===== src/rtl/cqe_pkg.sv =====
// Shared constants and types of the circular queue engine.
// Command and status codes, default depth, register width and control state.
// No dependencies.
package cqe_pkg;

  localparam int DefaultDepth = 64;
  localparam int SizeW        = 7;
  localparam int DataW        = 32;

  localparam logic [SizeW-1:0] SizeReset = SizeW'(64);

  typedef enum logic [1:0] {
    CMD_ENQ  = 2'd0,
    CMD_DEQ  = 2'd1,
    CMD_SHOW = 2'd2,
    CMD_NONE = 2'd3
  } cmd_t;

  typedef enum logic [1:0] {
    ST_OK    = 2'd0,
    ST_OVER  = 2'd1,
    ST_UNDER = 2'd2,
    ST_EMPTY = 2'd3
  } status_t;

  typedef enum logic [1:0] {
    S_IDLE = 2'b01,
    S_WALK = 2'b10
  } state_t;

endpackage


===== src/rtl/circular_queue_engine.sv =====
// Circular FIFO engine top level: entry memory, head/count pointers, read walk.
// Depends on cqe_pkg.
//
// Each request is a command. Enqueue and the empty or full cases give one result straight into
// the output register. Dequeue goes through acceptance, one read of the entry memory, then the
// load of the output register. Display of N stored entries reads one entry per cycle from the
// memory read port and pauses while the output is stalled; no request is taken until the walk
// has drained. A pending configuration write holds requests off. Writing queue_size empties
// the queue. Entry memory is not cleared after reset; only written slots are ever read.
module circular_queue_engine
  import cqe_pkg::*;
#(
  parameter int DEPTH = DefaultDepth
) (
  input  logic                    clk,
  input  logic                    rst,
  input  logic                    in_valid,
  output logic                    in_stall,
  input  logic [1:0]              command,
  input  logic signed [DataW-1:0] element,
  output logic                    out_valid,
  input  logic                    out_stall,
  output logic signed [DataW-1:0] value,
  output logic [1:0]              status,
  output logic                    last,
  input  logic                    cfg_valid,
  output logic                    cfg_ready,
  input  logic [SizeW-1:0]        cfg_data
);

  localparam int AW = (DEPTH > 1) ? $clog2(DEPTH) : 1;
  localparam int CW = $clog2(DEPTH + 1);
  localparam logic [SizeW:0] DepthQ = (SizeW+1)'(DEPTH);

  state_t              state, state_next;
  logic [SizeW-1:0]    queue_size;
  logic [AW-1:0]       head, head_next;
  logic [CW-1:0]       count, count_next;
  logic [AW-1:0]       ptr, ptr_next;
  logic [CW-1:0]       rem, rem_next;
  logic                pend, pend_next;
  logic                pend_last, pend_last_next;
  logic [DataW-1:0]    mem [DEPTH];
  logic [DataW-1:0]    rd_data;

  logic [CW-1:0]       ring_len;
  logic                out_free, accept, full, rd_en, wr_en, out_load, walk_start;
  logic [CW:0]         enq_sum, head_inc, ptr_inc;
  logic [AW-1:0]       wr_addr;
  logic [DataW-1:0]    load_value;
  status_t             load_status;
  logic                load_last;
  cmd_t                cmd;

  assign cmd = cmd_t'(command);

  always_comb begin
    if (queue_size == '0) begin
      ring_len = CW'(1);
    end else if ({1'b0, queue_size} > DepthQ) begin
      ring_len = CW'(DEPTH);
    end else begin
      ring_len = CW'(queue_size);
    end
  end

  assign out_free  = !out_valid || !out_stall;
  assign in_stall  = !((state == S_IDLE) && out_free && !cfg_valid);
  assign cfg_ready = (state == S_IDLE);
  assign accept    = in_valid && !in_stall;
  assign full      = (count >= ring_len);

  assign enq_sum  = (CW+1)'(head) + (CW+1)'(count);
  assign head_inc = (CW+1)'(head) + (CW+1)'(1);
  assign ptr_inc  = (CW+1)'(ptr) + (CW+1)'(1);
  assign wr_addr  = (enq_sum >= (CW+1)'(ring_len)) ?
                    AW'(enq_sum - (CW+1)'(ring_len)) : AW'(enq_sum);

  assign wr_en      = accept && (cmd == CMD_ENQ) && !full;
  assign walk_start = accept && ((cmd == CMD_DEQ) || (cmd == CMD_SHOW)) && (count != '0);
  assign rd_en      = (state == S_WALK) && (rem != '0) && (!pend || out_free);

  always_comb begin
    state_next     = state;
    head_next      = head;
    count_next     = count;
    ptr_next       = ptr;
    rem_next       = rem;
    pend_next      = pend;
    pend_last_next = pend_last;
    out_load       = 1'b0;
    load_value     = rd_data;
    load_status    = ST_OK;
    load_last      = 1'b1;

    case (state)
      S_IDLE: begin
        if (cfg_valid && cfg_ready) begin
          head_next  = '0;
          count_next = '0;
        end else if (accept) begin
          case (cmd)
            CMD_ENQ: begin
              out_load    = 1'b1;
              load_value  = '0;
              load_status = full ? ST_OVER : ST_OK;
              if (!full) begin
                count_next = count + CW'(1);
              end
            end
            CMD_DEQ: begin
              if (count == '0) begin
                out_load    = 1'b1;
                load_value  = '0;
                load_status = ST_UNDER;
              end else begin
                count_next = count - CW'(1);
                if (count == CW'(1) || head_inc >= (CW+1)'(ring_len)) begin
                  head_next = '0;
                end else begin
                  head_next = AW'(head_inc);
                end
              end
            end
            CMD_SHOW: begin
              if (count == '0) begin
                out_load    = 1'b1;
                load_value  = '0;
                load_status = ST_EMPTY;
              end
            end
            default: begin
            end
          endcase
          if (walk_start) begin
            state_next = S_WALK;
            ptr_next   = head;
            rem_next   = (cmd == CMD_DEQ) ? CW'(1) : count;
          end
        end
      end
      S_WALK: begin
        if (pend && out_free) begin
          out_load  = 1'b1;
          load_last = pend_last;
          pend_next = 1'b0;
        end
        if (rd_en) begin
          pend_next      = 1'b1;
          pend_last_next = (rem == CW'(1));
          rem_next       = rem - CW'(1);
          ptr_next       = (ptr_inc >= (CW+1)'(ring_len)) ? '0 : AW'(ptr_inc);
        end
        if (rem_next == '0 && !pend_next) begin
          state_next = S_IDLE;
        end
      end
      default: begin
        state_next = S_IDLE;
      end
    endcase
  end

  always_ff @(posedge clk) begin
    if (wr_en) begin
      mem[wr_addr] <= element;
    end
    if (rd_en) begin
      rd_data <= mem[ptr];
    end
  end

  always_ff @(posedge clk) begin
    if (rst) begin
      state      <= S_IDLE;
      queue_size <= SizeReset;
      head       <= '0;
      count      <= '0;
      ptr        <= '0;
      rem        <= '0;
      pend       <= 1'b0;
      pend_last  <= 1'b0;
      out_valid  <= 1'b0;
    end else begin
      state     <= state_next;
      head      <= head_next;
      count     <= count_next;
      ptr       <= ptr_next;
      rem       <= rem_next;
      pend      <= pend_next;
      pend_last <= pend_last_next;
      if (cfg_valid && cfg_ready) begin
        queue_size <= cfg_data;
      end
      if (out_load) begin
        out_valid <= 1'b1;
      end else if (!out_stall) begin
        out_valid <= 1'b0;
      end
    end
  end

  always_ff @(posedge clk) begin
    if (out_load) begin
      value  <= load_value;
      status <= load_status;
      last   <= load_last;
    end
  end

`ifndef NO_ASSERTIONS
  a_count_bound: assert property (@(posedge clk) disable iff (rst)
    count <= ring_len)
    else $error("occupancy beyond ring length");

  a_walk_blocks_input: assert property (@(posedge clk) disable iff (rst)
    (state == S_WALK) |-> in_stall)
    else $error("request taken during read walk");

  a_idle_clean: assert property (@(posedge clk) disable iff (rst)
    (state == S_IDLE) |-> (rem == '0 && !pend))
    else $error("idle with reads outstanding");

  a_pend_held: assert property (@(posedge clk) disable iff (rst)
    (pend && !out_free) |=> (pend && $stable(rd_data)))
    else $error("read data lost while output blocked");

  a_no_read_write_overlap: assert property (@(posedge clk) disable iff (rst)
    !(rd_en && wr_en))
    else $error("memory read and write in one cycle");
`endif

endmodule


===== config.mk =====
export PLATFORM = sky130hd
export DESIGN_NAME = circular_queue_engine
export DESIGN_NICKNAME = d
export VERILOG_FILES = /design/src/rtl/cqe_pkg.sv /design/src/rtl/circular_queue_engine.sv
export SDC_FILE = /design/constraint.sdc
export NUM_CORES = 2
export LEC_CHECK = 0
export BUFFER_PORTS_ARGS = -buffer_cell sky130_fd_sc_hd__buf_2
export CORE_UTILIZATION = 25
export DETAILED_ROUTE_END_ITERATION = 8
export PLACE_DENSITY = 0.43
export RECOVER_POWER = 50
export SLEW_MARGIN = 20
export SYNTH_ARGS = -nofsm -noshare
export SYNTH_HDL_FRONTEND = slang
export SYNTH_SLANG_ARGS = --single-unit

===== constraint.sdc =====
create_clock -name clk -period 8.8 [get_ports clk]
set_input_delay 0.44 -clock clk [delete_from_list [all_inputs] [get_ports clk]]
set_output_delay 0.44 -clock clk [all_outputs]
set_load 0.005 [all_outputs]

==> results.toml <==
[placement]
hpwlAfterDp_mm = 150
numPortBuffers = 83
pre_cts_ws_ps = 2680
gp_congestion = 0.828
placed_cell_area_mm2 = 0.0905

[hold_path]
hold_path.class = "input port to flip-flop"
min_path_cells = 4

[yosys]
postSynthAreaPerCell_um2 = 21.3
synthTopCellsByArea = "edfxtp_1 76%, mux4_2 14%, o22ai_1 1.3%, a22oi_1 1.2%, dfxtp_1 0.91%"
async_flop_share_pct = 0
synth_edf_count = 2115
netlist_area_mm2 = 0.0833
seq_area_frac_synth_pct = 77.2
synth_fp_nets = 3997
synth_top_area_share_pct = 76.3
syn_inst = 3902
synth_top_area_cell = "edfxtp_1"
yosysUniqueCellTypes = 77
yosysWarnings = 0
synth_seq_cells = 2153
synth_ff_type = "edfxtp_1"

[timing]
hold_viol_final = 0
setup_ws_ps = 2510
rsz0062_at_grt = "false"
timing.final.crit_share_pct = 71.5
max_freq_mhz = 159
tightest_slew_ps = 4070
period_needed_ps = 6290
setup_violations = 0
max-slew-margin-rel_pct = -171
maxSlewViolCount = 2111
setup_tns_ps = 0
skew_ps = 75.7

[drt]
drc = 0
avgRoutedWirePerCell_um = 29.3
vias_per_cell = 4.75
top_layer_used = "met5"
dr.pass1.iters = 7
dr_wl_met2_mm = 124
ant_nets = 0
dr.first_iter.drc_count = 4253
wl_met1_mm = 113
wl_mm = 256
vias = 41600
wl_met3_mm = 13.3

[critical_path]
cpMostUsedCell = "ha_1"
cp-end-kind = "flip-flop"
cp_max_fo = 17
worst_path_max_delay_cell = "o22ai_4"
critical_path_class = "flip-flop to flip-flop"
reg2reg_depth = 12
cp.required_ps = 9320
path_buf_inv = 2
worst_path_dominant_cell_family = "compound AO/OA/AOI/OAI gates"
path_depth = 12
path_cells = "ha_1, fa_1, xnor2_1, inv_1, ha_1, and4_1, a2111oi_2, a21oi_1, nor2_2, nand3_1, o22ai_4, buf_4"
max_stage_delay_ps = 1090
cp-start-kind = "flip-flop"
cp.arrival_ps = 6810

[clocking]
cts_setup_buffers = 0
htreeDepth = 4
cts.path.max_buffers = 4
clock_sinks = 2153
cts_tree = "built"
path_clk_slew_ps = 60
clockRootBuffer = "clkbuf_16"
clk_latency_ps = 910
numCtsBuffers = 233

[die]
design.core.area_mm2 = 0.331
die_w_um = 579
rows = 211
io_pins = 84
initial_core_util_pct = 25.2
die-area_mm2 = 0.335
die_h_um = 579

[pwr]
pwr_density_cell_mw_per_mm2 = 247
power_mw = 24.1
ir_worst_vdd_v = 0.000174
leakagePower_nw = 28.8

[finish]
nNetsFinal = 4253
layout_commonest_cell = "edfxtp_1"
drive_gt1_share_pct = 25.4
design_area_mm2 = 0.0978
final_cell_mix = "2115 x edfxtp_1, 512 x mux4_2, 233 x clkbuf_16"
fillCellCount = 32100
area_growth_pct = 17.4

[global_route]
antenna_found_initial = 32
track_usage_pct = 15.1
grt_pass1_vias = 42300
grt_pass1_wl_mm = 354
grt_max_degree = 101
grt-ovfl-total = 0

[run_status]
status = "finished with violations"
violations = "capacitance limit, slew limit"

[flow_run]
cap_viol_max_count = 33
per-stage QoR:
| stage | utilization, % | hold WS, ps | cells |
|---|---|---|---|
| finish | 29.6 | 190 | 8750 |
| global route | 29.6 | 150 | 8740 |
| CTS | 29.6 | 119 | 8714 |
| detailed placement | 27.4 | 454 | 8278 |
| global placement | 27.3 | 456 | 8276 |
| floorplan | - | 427 | 3902 |
registers in the layout, indices dropped and copies added, names as in the netlist, 6 cells and up:
name	flops
count	7
head	6
mem	2048
ptr	6
queue_size	7
rd_data	32
rem	7
value	32
cells in the mapped netlist (all sizes together), types with 7 or more instances:
| master | n |
|---|---|
| edfxtp | 2115 |
| mux4 | 512 |
| o22ai | 175 |
| clkbuf | 137 |
| a22oi | 133 |
| a21oi | 103 |
| nand2 | 88 |
| buf | 84 |
| nor3 | 72 |
| nor2 | 51 |
| ha | 47 |
| and2 | 38 |
| dfxtp | 38 |
| nand3 | 37 |
| or4 | 34 |
| o21ai | 28 |
| inv | 27 |
| o32ai | 20 |
| nand2b | 15 |
| nand4 | 15 |
| xnor2 | 13 |
| or2 | 8 |
| mux2i | 7 |
| o21a | 7 |
| xor2 | 7 |
power breakdown:
part	internal, mW	total (mW)	switching, mW
clock	5.38	9.45	4.06
combinational	1.18	3.22	2.04
sequential	11.4	11.5	0.0910
total	18.0	24.1	6.19
layout make-up:
class                           instances  area, um^2  area share, %
Antenna cell                           36        90.1         0.0921
Clock buffer                          268        5960           6.10
Clock inverter                        157        1280           1.31
Inverter                               28         106          0.109
Multi-Input combinational cell       1500       19000           19.4
Sequential cell                      2153       64300           65.7
Tap cell                             4366        5460           5.59
Timing Repair Buffer                  242        1600           1.64
cell families (layout without fill, tap and decap cells):
kind of cell	after synthesis	in the layout	synth area share [%]
xor+xnor	20	20	0.233
compound gates	520	520	4.13
fa+ha+maj	49	49	0.754
other cells	0	36	0
flops	2153	2153	77.2
simple gates	390	390	2.46
buf+inv	249	695	1.30
mux	521	521	14.0
worst min-delay path, cell delays in order:
cell and delay (ps):
buf_2 100, ha_1 150, or3_1 160, nor2_1 70
what timing repair did:
action                                 in CTS  in global routing
hold buffers                               11                  0
resized for setup                           0                  0
endpoints found under the hold margin      19                  0
layer usage:
metal	global-route usage (%)	vias up
met5	0	-
met4	4.17	14
met1	20.8	22800
met2	24.7	1220
li1	-	17200
met3	2.26	320
final timing paths:
check,from,slack (ps),endpoint
worst max-delay path,count[0],2510,mem[16][15]
worst min-delay path,command[1],190,status[0]
worst max register to register,count[0],2510,mem[16][15]
worst min register to register,pend_last,460,pend_last
(Power assumes the default switching activity.)
